`config.mk`:
```
export PLATFORM = sky130hd
export DESIGN_NAME = ntps_queue
export DESIGN_NICKNAME = d
export VERILOG_FILES = /design/src/hw/rtl/ntps_pkg.sv /design/src/hw/rtl/ntps_queue.sv
export SDC_FILE = /design/constraint.sdc
export NUM_CORES = 1
export LEC_CHECK = 0
export BUFFER_PORTS_ARGS = -buffer_cell sky130_fd_sc_hd__clkbuf_2
export CAP_MARGIN = 20
export CELL_PAD_IN_SITES_DETAIL_PLACEMENT = 0
export CELL_PAD_IN_SITES_GLOBAL_PLACEMENT = 1
export CORE_UTILIZATION = 55
export CTS_CLUSTER_SIZE = 8
export DETAILED_ROUTE_END_ITERATION = 6
export GPL_TIMING_DRIVEN = 0
export PLACE_DENSITY = 0.78
export SLEW_MARGIN = 40
export SYNTH_ARGS = -nofsm -noshare
export SYNTH_HDL_FRONTEND = slang
export SYNTH_SLANG_ARGS = --single-unit
```
`constraint.sdc`:
```
create_clock -name clk_i -period 16.1 [get_ports clk_i]
set_clock_uncertainty 0.2 [all_clocks]
set_input_delay 3.22 -clock clk_i [delete_from_list [all_inputs] [get_ports clk_i]]
set_output_delay 3.22 -clock clk_i [all_outputs]
set_load 0.1 [all_outputs]
```
`src/hw/rtl/ntps_pkg.sv`:
```
// package for the nearest-three periodic select block
// shared types, sizes, register codes and slot sentinels; no dependencies
`timescale 1ns / 1ps

package ntps_pkg;

  localparam int unsigned MAX_ATOMS  = 512;
  localparam int unsigned IDX_W      = 9;
  localparam int unsigned BOX_W      = 24;
  localparam int unsigned COORD_W    = 32;
  localparam int unsigned DIST_W     = 64;
  localparam int unsigned CFG_DATA_W = 32;
  localparam int unsigned CFG_IDX_W  = 2;

  localparam logic [BOX_W-1:0] BOX_RESET = 24'd1036268;

  // distance pipeline and queue sizing
  localparam int unsigned PIPE_DEPTH = 6;
  localparam int unsigned INFL_W     = $clog2(PIPE_DEPTH + 1);
  localparam int unsigned QDEPTH     = 8;
  localparam int unsigned QPTR_W     = $clog2(QDEPTH);
  localparam int unsigned QCNT_W     = $clog2(QDEPTH + 1);

  // 16, 17 and 18 angstrom squared, Q32.32
  localparam logic [DIST_W-1:0] SENT0 = {32'd256, 32'd0};
  localparam logic [DIST_W-1:0] SENT1 = {32'd289, 32'd0};
  localparam logic [DIST_W-1:0] SENT2 = {32'd324, 32'd0};

  typedef enum logic [CFG_IDX_W-1:0] {
    REG_BOX_EDGE = 2'd0,
    REG_CENTER_X = 2'd1,
    REG_CENTER_Y = 2'd2,
    REG_CENTER_Z = 2'd3
  } cfg_reg_e;

  typedef struct packed {
    logic [BOX_W-1:0]          box_edge;
    logic signed [COORD_W-1:0] center_x;
    logic signed [COORD_W-1:0] center_y;
    logic signed [COORD_W-1:0] center_z;
  } cfg_t;

  typedef struct packed {
    logic             consider;
    logic [IDX_W-1:0] idx;
    logic             last;
  } meta_t;

  typedef struct packed {
    meta_t             meta;
    logic [DIST_W-1:0] dsq;
  } dist_item_t;

endpackage

```
`src/hw/rtl/ntps_queue.sv`:
```
// short queue between the distance front end and the slot back end
// register-based ring buffer with a fill level; depends on ntps_pkg
`timescale 1ns / 1ps

module ntps_queue (
  input  logic                        clk_i,
  input  logic                        rst_ni,
  input  logic                        push_i,
  input  ntps_pkg::dist_item_t        push_item_i,
  output logic                        pop_valid_o,
  input  logic                        pop_ready_i,
  output ntps_pkg::dist_item_t        pop_item_o,
  output logic [ntps_pkg::QCNT_W-1:0] level_o
);

  ntps_pkg::dist_item_t        mem_q [ntps_pkg::QDEPTH];
  logic [ntps_pkg::QPTR_W-1:0] wr_ptr_q, wr_ptr_d;
  logic [ntps_pkg::QPTR_W-1:0] rd_ptr_q, rd_ptr_d;
  logic [ntps_pkg::QCNT_W-1:0] cnt_q, cnt_d;
  logic                        pop;

  assign pop_valid_o = (cnt_q != '0);
  assign pop         = pop_valid_o && pop_ready_i;
  assign pop_item_o  = mem_q[rd_ptr_q];
  assign level_o     = cnt_q;

  // the front end only pushes when credit guarantees a free entry
  always_comb begin
    wr_ptr_d = push_i ? wr_ptr_q + 1'b1 : wr_ptr_q;
    rd_ptr_d = pop ? rd_ptr_q + 1'b1 : rd_ptr_q;
    cnt_d    = cnt_q + ntps_pkg::QCNT_W'(push_i) - ntps_pkg::QCNT_W'(pop);
  end

  always_ff @(posedge clk_i or negedge rst_ni) begin
    if (!rst_ni) begin
      wr_ptr_q <= '0;
      rd_ptr_q <= '0;
      cnt_q    <= '0;
    end else begin
      wr_ptr_q <= wr_ptr_d;
      rd_ptr_q <= rd_ptr_d;
      cnt_q    <= cnt_d;
    end
  end

  always_ff @(posedge clk_i) begin
    if (push_i) begin
      mem_q[wr_ptr_q] <= push_item_i;
    end
  end

endmodule

```
==> metrics <==
Arr. time, crit path=3180 ps; Crit path required time=12,680 ps; # fillers=2,514; adder and majority gate portion of the synthesized area=0.00467; proportion of layout cells with a drive suffix above 1=0.456; number of synthesized register bits=610; Max Cap Viol=0; proportion of synthesized area in mux cells=0.184; Post-CTS Repair Setup Buffers=0; endpoint of the worst hold-timing path=wr_ptr_q[1]$_DFFE_PN0P_; complex-gate fraction of the synthesized area=0.000543; failing checks=design-rule violations; setup violators final=0; vias per std cell=5.86; number of global-route vias before repair=11,200; slew at the pin with the worst max-slew slack=824 ps; total number of clock tree sinks=610; worst-case clock buffer depth=3; Die H=around 210 um; f_max=0.152 GHz; x dimension of the die=207 um; class of the most critical setup path=reg -> out; number of vias in the routed layout=approximately 11,000; RD Place Congestion=0.714; CTS root buffer=clkbuf_16; class of the tightest hold or removal check=reg -> reg; grt ovf=0; synthesis-to-layout area growth=21.5%; worst-case register-to-register setup slack=13,300 ps; ANT nets after route=0; path depth of the worst reg2reg path=11; final-layout setup total negative slack=0 ps; post-synthesis net count=1,008; Worst slew margin=0.451; clock tree from TritonCTS=yes; I/O pins=159; count of hold buffers inserted by post-cts repair=0; Post-Route WL=approximately 46 mm; fin cells=1,815; row count=74; number of buffers added on ports=about 160; number of slew-limit violations in the final report=0; smallest setup slack after layout=9500 ps; number of unique standard cell types used by synthesis=21; TritonCTS buffer count=86; post-synthesis area per instance=25.0 um^2; iteration count of the initial detailed-routing pass=7; Final Cell Area=0.0280 mm^2; unrepaired setup endpoints after global routing=no; Core Area=between 0.04 and 0.05 mm^2; RR Endpoint=level_o[2]$_DFF_PN0_; dominant combinational cell family by area after synthesis=multiplexers; critical hold path startpoint=wr_ptr_q[1]$_DFFE_PN0P_; number of design rule violations left after detail routing=14; number of design-rule violations left by the first detailed-router iteration=675; synthesized cell area=0.0231 mm^2; overall die area=0.0427 mm^2; estimated wirelength of the detail-placed design=~29 mm; starting density of the core=0.561; largest net degree at the start of global routing=16; FF-to-FF Start=level_o[2]$_DFF_PN0_; clock network latency to the later pin of the worst-skew pair=590 ps; crit path launch type=flop; average detailed-routed wire length per instance=25.4 um; number of instances on the worst hold path=1; worst setup path startpoint=rd_ptr_q[2]$_DFFE_PN0P_; fin nets=1,321; cell count after synthesis=921; clock-pin slew on the worst setup and hold paths=50 ps; Post-Synth Simple-Gate Area=0.00347; number of antenna violations at the first check in global routing=3; overall fraction of global-route tracks in use=0.226; CP max FO=10; Placement Cell Area=0.0256 mm^2; element type at the critical path end=output pin; Ys Warns=0; area share of the largest cell type after synthesis=0.782; minimum clock period=6600 ps; area leader, netlist=edfxtp_1; CTS H-tree depth=3; worst slack, placed=10,060 ps; final hold violation count=0; first-pass GRT wire length=69.3 mm; XOR/XNOR share of the synthesized area=0.00228; ratio of final minimum period to clock period=0.410; CTS-repair resized insts=0; Cell Count Post-Placement=1,678; status=complete, but fails checks; post-synthesis sequential area ratio=0.792; top cells by area, synth=edfxtp_1 (78%), mux4_2 (15%), mux2_2 (3.8%)
==> metrics by stage <==
stage	util	hold WS (ps)
final	0.681	355
after global routing	0.681	389
after CTS	0.681	354
after detailed placement	0.622	343
after global placement	0.596	336
after floorplan	-	317
==> state kept, by name (all words and copies together), names as in the netlist <==
name / flops
wr_ptr_q: 3
mem_q: 600
level_o: 4
rd_ptr_q: 3
==> cell families (layout without fill, tap and decap cells) <==
group / count (synthesis) / count (layout)
flops: 610 / 610
mux: 227 / 227
buf+inv: 51 / 412
simple gates: 17 / 17
fa+ha+maj: 8 / 8
xor+xnor: 6 / 6
compound gates: 2 / 2
other cells: 0 / 1
==> cell usage in the layout, fill, tap and decap left out, types with 2 or more instances in the layout <==
master and count:
edfxtp_1 600, clkbuf_2 159, mux4_2 150, clkbuf_16 89, mux2_2 77, clkbuf_1 51, buf_2 32, buf_16 21
buf_8 15, buf_6 14, buf_4 13, dfrtp_1 10, inv_1 9, ha_1 7, nor2_4 6, buf_1 4
xnor2_1 4, nand2_1 4, inv_6 4, nand2b_1 3, xor2_1 2, nor3_2 2
==> area by class of cell <==
class	count	area [um^2]	area share
clock inverters	5	43.8	0.00156
clock buffers	131	2380	0.0851
flip-flops and latches	610	18300	0.652
well taps	532	666	0.0238
inverters	9	33.8	0.00121
diodes	1	2.50	0.0000893
plain buffers	42	256	0.00916
multi-input cells	260	4550	0.163
repair buffers	225	1810	0.0645
==> cell usage after synthesis (all sizes together) <==
library cell	number
a21o	1
a21oi	1
buf	32
clkbuf	10
dfrtp	10
edfxtp	600
fa	1
ha	7
inv	9
mux2	77
mux4	150
nand2	4
nand2b	3
nand3	1
nor2	6
nor3	2
or3b	1
xnor2	4
xor2	2
==> metal layers <==
| metal | up-vias | GRT usage | share of wire |
|---|---|---|---|
| li1 | 4589 | - | - |
| met1 | 5618 | 0.321 | 0.42 |
| met2 | 352 | 0.357 | 0.49 |
| met3 | 76 | 0.0468 | 0.063 |
| met4 | 4 | 0.0782 | 0.021 |
| met5 | - | 0 | 0.00061 |
==> critical path: stages (launching register included) <==
cell	delay [ps]
dfrtp_1	310
buf_2	230
buf_2	340
buf_1	610
mux4_2	400
mux2_2	310
clkbuf_2	380
==> worst max path at each step <==
stage	endpoint	slack [ps]	cells past startpoint
final	pop_item_o[36]	9500	6
after global routing	pop_item_o[44]	9360	6
after CTS	pop_item_o[44]	9420	6
after detailed placement	pop_item_o[44]	10060	6
after global placement	mem_q[2][7]$_DFFE_PP_	1350	3
after floorplan	mem_q[0][0]$_DFFE_PP_	6900	2
Power is not shown: default switching activity piles up to over one toggle a cycle in this logic, so the estimate is an artifact.
