<file path="src/hw/rtl/ntps_pkg.sv">
// package for the nearest-three periodic select block
// shared types, sizes, register codes and slot sentinels; no dependencies
`timescale 1ns / 1ps

package ntps_pkg;

  localparam int unsigned MAX_ATOMS  = 512;
  localparam int unsigned IDX_W      = 9;
  localparam int unsigned BOX_W      = 24;
  localparam int unsigned COORD_W    = 32;
  localparam int unsigned DIST_W     = 64;
  localparam int unsigned CFG_DATA_W = 32;
  localparam int unsigned CFG_IDX_W  = 2;

  localparam logic [BOX_W-1:0] BOX_RESET = 24'd1036268;

  // distance pipeline and queue sizing
  localparam int unsigned PIPE_DEPTH = 6;
  localparam int unsigned INFL_W     = $clog2(PIPE_DEPTH + 1);
  localparam int unsigned QDEPTH     = 8;
  localparam int unsigned QPTR_W     = $clog2(QDEPTH);
  localparam int unsigned QCNT_W     = $clog2(QDEPTH + 1);

  // 16, 17 and 18 angstrom squared, Q32.32
  localparam logic [DIST_W-1:0] SENT0 = {32'd256, 32'd0};
  localparam logic [DIST_W-1:0] SENT1 = {32'd289, 32'd0};
  localparam logic [DIST_W-1:0] SENT2 = {32'd324, 32'd0};

  typedef enum logic [CFG_IDX_W-1:0] {
    REG_BOX_EDGE = 2'd0,
    REG_CENTER_X = 2'd1,
    REG_CENTER_Y = 2'd2,
    REG_CENTER_Z = 2'd3
  } cfg_reg_e;

  typedef struct packed {
    logic [BOX_W-1:0]          box_edge;
    logic signed [COORD_W-1:0] center_x;
    logic signed [COORD_W-1:0] center_y;
    logic signed [COORD_W-1:0] center_z;
  } cfg_t;

  typedef struct packed {
    logic             consider;
    logic [IDX_W-1:0] idx;
    logic             last;
  } meta_t;

  typedef struct packed {
    meta_t             meta;
    logic [DIST_W-1:0] dsq;
  } dist_item_t;

endpackage

</file>
<file path="src/hw/rtl/ntps_intf.sv">


interface ntps_result_if;
  logic                       valid;
  logic                       ready;
  logic [ntps_pkg::IDX_W-1:0] first_index;
  logic [ntps_pkg::IDX_W-1:0] second_index;
  logic [ntps_pkg::IDX_W-1:0] third_index;
  logic [1:0]                 found_count;

  modport source (output valid, first_index, second_index, third_index, found_count,
                  input ready);
  modport sink (input valid, first_index, second_index, third_index, found_count,
                output ready);
endinterface

</file>
<file path="src/hw/rtl/ntps_back.sv">
// back end: three sorted nearest slots and result output register; depends on ntps_pkg, ntps_intf
// one insertion per cycle, but a last atom waits while a result is unread, then emits and clears
`timescale 1ns / 1ps

module ntps_back (
  input  logic                 clk_i,
  input  logic                 rst_ni,
  input  logic                 item_valid_i,
  input  ntps_pkg::dist_item_t item_i,
  output logic                 item_ready_o,
  ntps_result_if.source        result_o
);

  logic [ntps_pkg::DIST_W-1:0] dist_q [3];
  logic [ntps_pkg::DIST_W-1:0] dist_d [3];
  logic [ntps_pkg::IDX_W-1:0]  idx_q  [3];
  logic [ntps_pkg::IDX_W-1:0]  idx_d  [3];
  logic [2:0]                  vld_q, vld_d;

  logic                        take;
  logic                        emit;
  logic [ntps_pkg::DIST_W-1:0] d;
  logic [ntps_pkg::IDX_W-1:0]  id;

  logic                        out_valid_q, out_valid_d;
  logic [ntps_pkg::IDX_W-1:0]  first_q, second_q, third_q;
  logic [ntps_pkg::IDX_W-1:0]  first_d, second_d, third_d;
  logic [1:0]                  count_q, count_d;

  // a last atom needs the output register free or draining
  assign item_ready_o = !item_i.meta.last || !out_valid_q || result_o.ready;
  assign take         = item_valid_i && item_ready_o;
  assign emit         = take && item_i.meta.last;
  assign d            = item_i.dsq;
  assign id           = item_i.meta.idx;

  // insertion, equal distances are dropped
  always_comb begin
    for (int k = 0; k < 3; k++) begin
      dist_d[k] = dist_q[k];
      idx_d[k]  = idx_q[k];
    end
    vld_d = vld_q;
    if (item_i.meta.consider) begin
      priority if (d < dist_q[2] && d > dist_q[1]) begin
        dist_d[2] = d;
        idx_d[2]  = id;
        vld_d[2]  = 1'b1;
      end else if (d < dist_q[1] && d > dist_q[0]) begin
        dist_d[2] = dist_q[1];
        idx_d[2]  = idx_q[1];
        vld_d[2]  = vld_q[1];
        dist_d[1] = d;
        idx_d[1]  = id;
        vld_d[1]  = 1'b1;
      end else if (d < dist_q[0]) begin
        dist_d[2] = dist_q[1];
        idx_d[2]  = idx_q[1];
        vld_d[2]  = vld_q[1];
        dist_d[1] = dist_q[0];
        idx_d[1]  = idx_q[0];
        vld_d[1]  = vld_q[0];
        dist_d[0] = d;
        idx_d[0]  = id;
        vld_d[0]  = 1'b1;
      end else begin
        vld_d = vld_q;
      end
    end
  end

  // pack valid slots in slot order, unused fields read zero
  always_comb begin
    first_d  = '0;
    second_d = '0;
    third_d  = '0;
    count_d  = 2'd0;
    unique case (vld_d)
      3'b000: count_d = 2'd0;
      3'b001: begin
        first_d = idx_d[0];
        count_d = 2'd1;
      end
      3'b010: begin
        first_d = idx_d[1];
        count_d = 2'd1;
      end
      3'b100: begin
        first_d = idx_d[2];
        count_d = 2'd1;
      end
      3'b011: begin
        first_d  = idx_d[0];
        second_d = idx_d[1];
        count_d  = 2'd2;
      end
      3'b101: begin
        first_d  = idx_d[0];
        second_d = idx_d[2];
        count_d  = 2'd2;
      end
      3'b110: begin
        first_d  = idx_d[1];
        second_d = idx_d[2];
        count_d  = 2'd2;
      end
      3'b111: begin
        first_d  = idx_d[0];
        second_d = idx_d[1];
        third_d  = idx_d[2];
        count_d  = 2'd3;
      end
      default: count_d = 2'd0;
    endcase
  end

  always_comb begin
    out_valid_d = out_valid_q;
    if (result_o.ready) begin
      out_valid_d = 1'b0;
    end
    if (emit) begin
      out_valid_d = 1'b1;
    end
  end

  always_ff @(posedge clk_i or negedge rst_ni) begin
    if (!rst_ni) begin
      dist_q[0]   <= ntps_pkg::SENT0;
      dist_q[1]   <= ntps_pkg::SENT1;
      dist_q[2]   <= ntps_pkg::SENT2;
      idx_q[0]    <= '0;
      idx_q[1]    <= '0;
      idx_q[2]    <= '0;
      vld_q       <= '0;
      out_valid_q <= 1'b0;
    end else begin
      out_valid_q <= out_valid_d;
      if (emit) begin
        dist_q[0] <= ntps_pkg::SENT0;
        dist_q[1] <= ntps_pkg::SENT1;
        dist_q[2] <= ntps_pkg::SENT2;
        idx_q[0]  <= '0;
        idx_q[1]  <= '0;
        idx_q[2]  <= '0;
        vld_q     <= '0;
      end else if (take) begin
        dist_q <= dist_d;
        idx_q  <= idx_d;
        vld_q  <= vld_d;
      end
    end
  end

  always_ff @(posedge clk_i) begin
    if (emit) begin
      first_q  <= first_d;
      second_q <= second_d;
      third_q  <= third_d;
      count_q  <= count_d;
    end
  end

  assign result_o.valid        = out_valid_q;
  assign result_o.first_index  = first_q;
  assign result_o.second_index = second_q;
  assign result_o.third_index  = third_q;
  assign result_o.found_count  = count_q;

endmodule

</file>
<file path="src/flat_wrapper.sv">
// flat-port wrapper written by rule: the top's interface ports become plain ports
module ntps_back_flat 
  (clk_i, rst_ni, item_valid_i, item_i, item_ready_o, result_o_valid, result_o_first_index, result_o_second_index, result_o_third_index, result_o_found_count, result_o_ready);
  ntps_result_if result_o_i ();
  input  logic clk_i;
  input  logic rst_ni;
  input  logic item_valid_i;
  input  ntps_pkg::dist_item_t item_i;
  output logic item_ready_o;
  output wire logic [$bits(result_o_i.valid)-1:0] result_o_valid;
  output wire logic [$bits(result_o_i.first_index)-1:0] result_o_first_index;
  output wire logic [$bits(result_o_i.second_index)-1:0] result_o_second_index;
  output wire logic [$bits(result_o_i.third_index)-1:0] result_o_third_index;
  output wire logic [$bits(result_o_i.found_count)-1:0] result_o_found_count;
  input wire logic [$bits(result_o_i.ready)-1:0] result_o_ready;
  assign result_o_valid = result_o_i.valid;
  assign result_o_first_index = result_o_i.first_index;
  assign result_o_second_index = result_o_i.second_index;
  assign result_o_third_index = result_o_i.third_index;
  assign result_o_found_count = result_o_i.found_count;
  assign result_o_i.ready = result_o_ready;
  ntps_back u_core (.clk_i(clk_i), .rst_ni(rst_ni), .item_valid_i(item_valid_i), .item_i(item_i), .item_ready_o(item_ready_o), .result_o(result_o_i));
endmodule
</file>
<file path="config.mk">
export PLATFORM = sky130hd
export DESIGN_NAME = ntps_back_flat
export DESIGN_NICKNAME = d
export VERILOG_FILES = /design/src/hw/rtl/ntps_pkg.sv /design/src/hw/rtl/ntps_intf.sv /design/src/hw/rtl/ntps_back.sv /design/src/flat_wrapper.sv
export SDC_FILE = /design/constraint.sdc
export NUM_CORES = 1
export LEC_CHECK = 0
export CAP_MARGIN = 20
export CELL_PAD_IN_SITES_DETAIL_PLACEMENT = 1
export CELL_PAD_IN_SITES_GLOBAL_PLACEMENT = 1
export CORE_MARGIN = 5
export CORE_UTILIZATION = 36
export CTS_CLUSTER_SIZE = 28
export DETAILED_ROUTE_END_ITERATION = 6
export DONT_BUFFER_PORTS = 1
export MAX_ROUTING_LAYER = met4
export PLACE_DENSITY_LB_ADDON = 0.08
export SYNTH_ARGS = -nofsm -noshare
export SYNTH_HDL_FRONTEND = slang
export SYNTH_SLANG_ARGS = --single-unit
</file>
<file path="constraint.sdc">
create_clock -name clk_i -period 5.3 [get_ports clk_i]
set_input_delay 0.53 -clock clk_i [delete_from_list [all_inputs] [get_ports clk_i]]
set_output_delay 0.53 -clock clk_i [all_outputs]
set_load 0.01 [all_outputs]
</file>
==> metrics, run 1 <==
Leakage=8.33 nW; Synth Instances=1698; largest net degree at the start of global routing=224; DRT antenna net count=0; register area=around 6500 um^2; Synth top area share=32.0%; worst path arrival time=5.26 ns; fillers=approximately 5200; CTS tree=built; die area=roughly 51000 um^2; syn_nets=1969; synth top area cells=dfrtp_1 32%, ha_1 14%, mux2i_1 7.3%; Die X=227 um; synthesized area=about 17000 um^2; outcome=complete, but fails checks; Area growth syn-to-layout=9.78%; Worst Path Required=5.70 ns; core area=approximately 47000 um^2; syn avg cell area=9.96 um^2; 1st-iter DRT viols=535; final hold violation count=219; yosys warns=0; antenna violations before repair=1; WL final=51100 um; Post-DP HPWL=35200 um; die height=227 um; pins over their slew limit=0; Total GRT Usage=20.5%; CP startpoint kind=flip-flop; Async SR Flop Fraction=about nine tenths; first-pass GRT wire length=81300 um; via count=12700; Crit Path Max Fanout=9; H-tree level count=1; Seq/Total Area, Yosys=38.2%; Pwr Total=approximately 7.6 mW; #FFs+latches synth=approximately 250; Post-synth EDFFs=29; I/O pin count=110; Fin Hold WS=-0.363 ns; Clock Latency Late Sink=0.59 ns; Nets=1947; CP Capture Type=flip-flop; Initial Util=36.3%; Rel. slew slack=28.7%; layout cells sized above 1=12.0%; endpoints failing setup=0; Core Rows=79; final clock skew=0.0132 ns; vias in the first global route=13800; cell taking the most area after synthesis=dfrtp_1; # resized after CTS=0; violated checks=hold timing; Max Fclk=0.206 GHz; TritonCTS Sinks=around 250; Max-Cap Viols=0; Post-CTS Setup Inserts=0; Max clock buf depth=3; minimum clock period=4.86 ns; TritonCTS Buffers=31; Worst-path clk slew=0.06 ns; DRT Pass-1 Iters=5; Hold/Removal Path Class=input port to asynchronous set/reset pin; Congestion Overflow GR=0; slew of the pin with the lowest slew margin=~1.1 ns; routed len/inst=22.1 um; # port buffers=0; Synth cell types=76; period utilisation layout=91.7%; Peak supply drop=0.232 mV; CP Class=flip-flop to flip-flop; Top FF cell, synth=dfrtp_1; setup TNS=0 ns; RSZ-0062 raised after global routing=no; post-cts hold buffer count=1; power per cell area=about 410 nW/um^2; GPL Wtd Cong=0.829; drt via density=5.52; DR DRC count=0; Multi-input gate area=9300 um^2; clock root buffer=clkbuf_16
-- logic make-up after synthesis --
family                     after synthesis  share of synthesized area (%)
AOI/OAI and AO/OA                      412                           18.9
adders and majority gates              192                           14.2
buffers and inverters                  289                           7.10
DFF                                    252                           38.2
muxes                                  185                           11.4
and+or+nand+nor                        368                           10.2
-- path summary, 6_finish.rpt --
check | from | endpoint | slack, ns | cells after the start
min in group clk_i | item_i[57] | u_core.dist_q[185] | 0.07 | 1
setup / recovery | u_core.dist_q[40] | u_core.result_o.second_index[4] | 0.44 | 14
hold / removal | rst_ni | u_core.dist_q[155] | -0.36 | 0
hold reg to reg | u_core.dist_q[10] | u_core.dist_q[10] | 0.48 | 2
max in group asynchronous | rst_ni | u_core.dist_q[12] | 4.78 | 0
setup reg to reg | u_core.dist_q[40] | u_core.result_o.second_index[4] | 0.44 | 14
-- worst max-delay path: stages (launching register included) --
cell	delay (ns)
dfstp_2	0.52
inv_1	0.07
ha_1	0.28
nand4_1	0.23
inv_1	0.07
a221oi_1	0.64
o221ai_1	0.25
nor4b_1	0.55
o211ai_1	0.36
a31o_1	0.34
o2bb2ai_1	0.17
fa_1	0.39
inv_1	0.09
nand3_1	0.31
o32ai_1	0.40
-- cells in the mapped netlist (all sizes together) (3+ instances only) --
master,number
or3,4
clkbuf,29
o32ai,7
o21ai,58
o31ai,63
and3,6
edfxtp,29
o21bai,3
nand3,26
o22ai,5
a22oi,3
nor2,95
and2,8
nand2,145
or2,4
a22o,81
nor3,15
o2111ai,3
nand2b,8
a21oi,105
dfrtp,216
o21a,14
dfstp,7
ha,191
o211ai,5
nand4,41
mux2i,124
buf,51
a32o,12
mux2,61
nor4,4
o22a,4
a221oi,11
a21boi,6
and4,5
inv,208
a2111o,6
a21o,13
-- stage by stage --
stage | hold WS [ns] | utilization (%) | cells | setup slack (ns) | area, um^2
global placement | 0.247 | 37.7 | 2249 | 0.560 | 17600
floorplan | 0.234 | - | 1698 | 1.41 | 16900
CTS | -0.392 | 39.9 | 2308 | 0.460 | 18600
global route | -0.393 | 39.9 | 2310 | 0.176 | 18600
detailed placement | 0.248 | 37.7 | 2249 | 0.439 | 17600
finish | -0.363 | 39.9 | 2310 | 0.440 | 18600
-- final cells by class --
type	instances	area share (%)
clock buffers	46	4.91
inverters	209	4.25
repair buffers	25	1.50
well taps	607	4.09
multi-input cells	1157	50.1
flip-flops and latches	252	34.8
clock inverters	12	0.357
diodes	2	0.0270
-- layer usage --
metal	vias to the layer above	share of wire (%)	wire [um]	global-route usage (%)
li1	6072	-	-	-
met1	6484	48	24500	27.8
met5	-	0	0	-
met2	138	46	23700	32.6
met4	0	1.4	697	3.59
met3	46	4.2	2130	3.69
-- state kept, by name (all words and copies together) (netlist names) --
| signal | count |
|---|---|
| u_core.vld_q | 3 |
| u_core.result_o.second_index | 9 |
| u_core.result_o.found_count | 2 |
| u_core.result_o.third_index | 9 |
| u_core.result_o.valid | 1 |
| u_core.dist_q | 192 |
| u_core.idx_q | 27 |
| u_core.result_o.first_index | 9 |
-- cells in the final DEF (no fill, tap or decap), drive strengths merged, types with 58 or more instances in the layout --
master,n
a21oi,105
nor2,95
dfrtp,216
nand2,145
mux2,61
ha,191
mux2i,124
a22o,81
inv,209
o21ai,58
o31ai,63
-- report_power, final --
part           leakage (nW)  total, mW  switching, mW  internal (mW)
clock network         0.492       2.08          0.902           1.18
registers              3.27       2.71          0.308           2.41
logic                  4.57       2.79           1.59           1.20
total                  8.33       7.59           2.80           4.79
Note: power is estimated with default switching activity, not from simulation.
==> inputs of run 2 (changes only) <==
==> constraint.sdc (replaced) <==
create_clock -name clk_i -period 5.6 [get_ports clk_i]
set_input_delay 0.28 -clock clk_i [delete_from_list [all_inputs] [get_ports clk_i]]
set_output_delay 0.28 -clock clk_i [all_outputs]
set_load 0.01 [all_outputs]
==> run 2 against run 1 <==
Net effect: cell count grew 3.5%; via count increased by 3.1%; critical path depth rose by 1; maximum frequency decreased by 5.9%; critical path type unchanged; sequential share of layout area fell by 1.6 points; the run now ends clean; critical endpoint is now u_core.result_o.second_index[6]; hold slack better by 0.38 ns; flip-flop and latch count stayed put.
==> metrics, run 2 (same netlist as run 1, synthesis figures left out) <==
HP Start=item_i[57]; # port buffers=0; via count=about 13000; die area=51400 um^2; I/O pin count=between 100 and 150; flop2flop setup slack=0.44 ns; CP max-delay cell=nor4_4; Top Registers=u_core.dist_q (192), u_core.idx_q (27); hold path depth=3; antenna violations before repair=0; commonest non-fill, non-tap cell in the layout=dfrtp_1; Clock Latency Late Sink=between 0.5 and 0.6 ns; worst path cell trace=inv_1 -> ha_1 -> nand4_1 -> nor4_4 -> nand4_1 -> a41oi_1 -> a21o_1 -> o211ai_1 -> a31o_1 -> buf_4 -> o2bb2ai_1 -> fa_1 -> inv_1 -> nand3_1 -> o32ai_1; clock root buffer=clkbuf_16; Crit Path Max Fanout=18; Leakage=~8.7 nW; Initial Util=36.3%; Core Rows=a little under 80; RSZ-0062 raised after global routing=no; # resized after CTS=0; Pwr Total=7.53 mW; Max Fclk=between 0.15 and 0.2 GHz; pins over their slew limit=0; Peak supply drop=0.235 mV; minimum clock period=5.16 ns; CP Capture Type=flip-flop; Total GRT Usage=between 20% and 30%; Hold/Removal Path Class=input port to flip-flop; Area growth syn-to-layout=15.1%; CP max stage delay=between 0.5 and 0.6 ns; first-pass GRT wire length=roughly 86000 um; 1st-iter DRT viols=607; Nets=2031; Reg2Reg Depth=15; critical path's top delay family=compound AO/OA/AOI/OAI gates; largest net degree at the start of global routing=224; Largest Register=u_core.dist_q; Die X=227 um; Rel. slew slack=37.6%; CP startpoint kind=flip-flop; Buf/Inv on CP=3; CTS tree=built; antenna cells=0; outcome=completed; power per cell area=387 nW/um^2; Worst Path Required=5.96 ns; Largest register FFs=192; slew of the pin with the lowest slew margin=0.936 ns; die height=227 um; period utilisation layout=between 90% and 100%; TritonCTS Sinks=252; drt via density=5.50; DRT antenna net count=0; CP Class=flip-flop to flip-flop; DR DRC count=0; commonest non-fill, non-tap cells in the layout=216 x dfrtp_1, 207 x inv_1, 191 x ha_1, 144 x nand2_1, 124 x mux2i_1; final clock skew=0.0309 ns; DRT Pass-1 Iters=4; layout cells sized above 1=11.6%; Max-Cap Viols=0; reg2reg start=u_core.dist_q[123]; H-tree level count=2; reg-to-reg critical path endpoint=u_core.result_o.second_index[6]; worst path arrival time=5.53 ns; Congestion Overflow GR=0; setup TNS=0 ns; TritonCTS Buffers=34; Post-DP HPWL=35500 um; GPL Wtd Cong=0.786; Post-CTS Setup Inserts=0; Max clock buf depth=3; WL final=54500 um; vias in the first global route=14400; final hold violation count=0; core area=46600 um^2; endpoints failing setup=0; routed len/inst=22.8 um; Worst-path clk slew=approximately 0.06 ns; hold endpoint=u_core.dist_q[121]
## run 2: cell count changes in the layout (fill, tap and decap cells not counted), moves of 3 or more
cell	change
clkbuf_16	+3
clkbuf_8	-4
bufinv_16	+3
buf_4	+6
dlygate4sd3_1	+77
buf_12	-4
clkinv_2	-5
## run 2: worst reg2reg max path, cell delays in order (launching register included)
cell,delay [ns]
dfrtp_1,0.36
inv_1,0.05
ha_1,0.31
nand4_1,0.23
nor4_4,0.55
nand4_1,0.36
a41oi_1,0.42
a21o_1,0.41
o211ai_1,0.37
a31o_1,0.32
buf_4,0.20
o2bb2ai_1,0.23
fa_1,0.41
inv_1,0.09
nand3_1,0.26
o32ai_1,0.40
## run 2: final cells by class
type / instances / area [um^2]
fillers: 5150 / 27100
multi-input cells: 1157 / 9300
flip-flops and latches: 252 / 6460
repair buffers: 106 / 1070
clock buffers: 47 / 940
inverters: 209 / 790
well taps: 607 / 759
clock inverters: 12 / 153
## run 2: routing by layer
| layer | vias to the layer above | global-route usage (%) | wire (um) |
|---|---|---|---|
| met5 | - | - | 0 |
| met4 | 0 | 4.29 | 926 |
| met3 | 60 | 3.61 | 1920 |
| met2 | 171 | 35.2 | 25500 |
| met1 | 6658 | 29.6 | 26100 |
| li1 | 6246 | - | - |
## run 2: worst max path at each step
stage	start	endpoint	cells after the start
after floorplan	u_core.dist_q[168]	u_core.result_o.second_index[0]	15
after global placement	u_core.dist_q[123]	u_core.result_o.second_index[6]	15
after detailed placement	u_core.dist_q[123]	u_core.result_o.second_index[0]	15
after CTS	u_core.dist_q[123]	u_core.result_o.second_index[6]	15
after global routing	u_core.dist_q[123]	u_core.result_o.second_index[0]	15
final	u_core.dist_q[123]	u_core.result_o.second_index[6]	15
## run 2: what timing repair did
action / CTS / global route
endpoints found under the setup margin: 0 / 0
hold buffers: 79 / 0
endpoints found under the hold margin: 379 / 0
## run 2: through the flow
step / cell area [um^2] / instances / setup slack, ns / utilization, % / hold slack (ns)
3_5_place_dp: 17500 / 2251 / 0.493 / 37.7 / 0.00165
6_report: 19500 / 2390 / 0.437 / 41.8 / 0.0161
4_1_cts: 19400 / 2389 / 0.459 / 41.8 / 0.00276
5_1_grt: 19500 / 2390 / 0.134 / 41.8 / 0.0253
2_1_floorplan: 16900 / 1698 / 1.83 / - / -0.0156
3_3_place_gp: 17500 / 2251 / 0.561 / 37.7 / 0.00166
## run 2: power breakdown
part	leakage, nW	switching (mW)	internal, mW
Sequential	3.27	0.291	2.28
Clock	0.538	0.904	1.32
Combinational	4.91	1.58	1.16
Total	8.71	2.78	4.75
==> inputs of run 3 (changes only) <==
--- a/config.mk
+++ b/config.mk
@@ -9,7 +9,7 @@
 export CELL_PAD_IN_SITES_DETAIL_PLACEMENT = 1
 export CELL_PAD_IN_SITES_GLOBAL_PLACEMENT = 1
 export CORE_MARGIN = 5
-export CORE_UTILIZATION = 36
+export CORE_UTILIZATION = 55
 export CTS_CLUSTER_SIZE = 28
 export DETAILED_ROUTE_END_ITERATION = 6
 export DONT_BUFFER_PORTS = 1
==> constraint.sdc (replaced) <==
create_clock -name clk_i -period 6.3 [get_ports clk_i]
set_input_delay 0.315 -clock clk_i [delete_from_list [all_inputs] [get_ports clk_i]]
set_output_delay 0.315 -clock clk_i [all_outputs]
set_load 0.01 [all_outputs]
==> run 3 against run 2 <==
Net effect: flip-flop and latch count stayed put; sequential power is 11% lower; core utilization is 21 points higher; register-to-register slack better by 0.70 ns; critical path depth is 1 lower; die area is 33% lower; hold slack worse by 0.013 ns; cell count is 9.7% lower; global-route usage is 8.6 points higher; routed wire length is 6.3% lower; clock skew is 0.016 ns lower; critical endpoint is now u_core.result_o.second_index[0]; largest power group unchanged; highest routed layer unchanged.
==> metrics, run 3 (same netlist as run 1, synthesis figures left out) <==
routed len/inst=~24 um; # port buffers=0; largest net degree at the start of global routing=224; CP Capture Type=flip-flop; GPL Wtd Cong=0.877; 1st-iter DRT viols=approximately 710; DRT Pass-1 Iters=5; vias in the first global route=14700; final clock skew=0.0147 ns; power per cell area=approximately 350 nW/um^2; CTS tree=built; drt via density=roughly 6.3; Pwr Total=6.57 mW; core area=approximately 31000 um^2; die area=34400 um^2; CP startpoint kind=flip-flop; Largest Register=u_core.dist_q; minimum clock period=5.16 ns; commonest non-fill, non-tap cells in the layout=216 x dfrtp_1, 207 x inv_1, 191 x ha_1, 144 x nand2_1, 124 x mux2i_1; Largest register FFs=192; period utilisation layout=81.9%; Core Rows=64; antenna cells=0; DRT antenna net count=0; Post-DP HPWL=roughly 32000 um; CP Class=flip-flop to flip-flop; Hold/Removal Path Class=input port to flip-flop; Max Fclk=0.194 GHz; critical path's top delay family=compound AO/OA/AOI/OAI gates; commonest non-fill, non-tap cell in the layout=dfrtp_1; TritonCTS Sinks=252; Post-CTS Setup Inserts=0; DR DRC count=0; Worst-path clk slew=~0.06 ns; layout cells sized above 1=10.9%; via count=approximately 14000; antenna violations before repair=0; endpoints failing setup=0; clock root buffer=clkbuf_16; Die X=185 um; final hold violation count=0; slew of the pin with the lowest slew margin=1.14 ns; CP dominant cell by count=inv_1; Max clock buf depth=3; CP max stage delay=0.80 ns; outcome=completed; I/O pin count=between 100 and 150; TritonCTS Buffers=30; Worst Path Required=6.68 ns; pins over their slew limit=0; H-tree level count=1; Buf/Inv on CP=3; Leakage=8.58 nW; final instance area=19000 um^2; Initial Util=55.4%; CP max-delay cell=o21bai_1; Top Registers=u_core.dist_q (192), u_core.idx_q (27); worst path cell trace=inv_1 -> ha_1 -> nand4_1 -> nor3_1 -> a221oi_1 -> o211ai_1 -> o21bai_1 -> nand4_2 -> nand2_1 -> inv_1 -> fa_1 -> inv_1 -> nand3_1 -> o32ai_1; Crit Path Max Fanout=17; Area growth syn-to-layout=12.4%; Max-Cap Viols=0; setup TNS=0 ns; die height=185 um; Rel. slew slack=between 20% and 30%; WL final=51100 um; Clock Latency Late Sink=0.57 ns; worst path arrival time=5.54 ns; RSZ-0062 raised after global routing=no; first-pass GRT wire length=just over 80000 um; DP Area=17200 um^2; Peak supply drop=0.262 mV; Congestion Overflow GR=0; Total GRT Usage=around 30%; Nets=2011
run 3: cell count changes in the layout (fill, tap and decap cells not counted), sizes merged:
cell,previous run,this run
clkbuf,47,37
bufinv,3,5
inv,210,209
clkinvlp,0,6
buf,28,13
clkinv,8,7
dlygate4sd3,78,77
run 3: per-stage QoR:
stage / setup WS, ns / hold slack (ns) / util (%) / std cells
final: 1.14 / 0.00320 / 62.3 / 2159
after global routing: 0.826 / 0.00277 / 62.3 / 2159
after CTS: 1.24 / 0.000478 / 62.3 / 2159
after detailed placement: 1.31 / 0.0255 / 56.3 / 2026
after global placement: 1.47 / 0.0280 / 56.3 / 2026
after floorplan: 2.53 / 0.0194 / - / 1698
run 3: path summary, 6_finish.rpt:
kind / from / end / slack [ns] / cells past startpoint
max in group asynchronous: rst_ni / u_core.idx_q[21] / 4.89 / 2
worst min-delay path: item_i[64] / u_core.result_o.valid / 0.003 / 2
worst max register to register: u_core.dist_q[157] / u_core.result_o.second_index[0] / 1.14 / 14
worst min register to register: u_core.dist_q[2] / u_core.dist_q[2] / 0.48 / 2
min in group asynchronous: rst_ni / u_core.dist_q[22] / 0.61 / 2
worst max-delay path: u_core.dist_q[157] / u_core.result_o.second_index[0] / 1.14 / 14
run 3: per-layer routing:
metal / up-vias / GRT usage, % / share of wire, % / wire (um)
li1: 6205 / - / - / -
met1: 7009 / 39.0 / 43 / 22100
met2: 334 / 50.9 / 49 / 24800
met3: 107 / 5.11 / 5.4 / 2760
met4: 0 / 7.66 / 2.7 / 1390
met5: - / - / 0 / 0
run 3: layout make-up:
type,count,area [um^2]
Inverter,209,790
Clock inverter,18,253
Timing Repair Buffer,90,926
Tap cell,396,495
Multi-Input combinational cell,1157,9300
Clock buffer,37,797
Fill cell,3326,11500
Sequential cell,252,6460
run 3: timing repair:
| item | 4_1_cts | 5_1_grt |
|---|---|---|
| endpoints found under the hold margin | 343 | 0 |
| endpoints found under the setup margin | 0 | 0 |
| resized for setup | 0 | 0 |
| hold buffers | 78 | 0 |
run 3: power breakdown:
part           switching, mW  total, mW  leakage [nW]  internal [mW]
Sequential             0.277       2.30          3.27           2.02
Clock                  0.738       1.85         0.493           1.11
Combinational           1.41       2.43          4.82           1.02
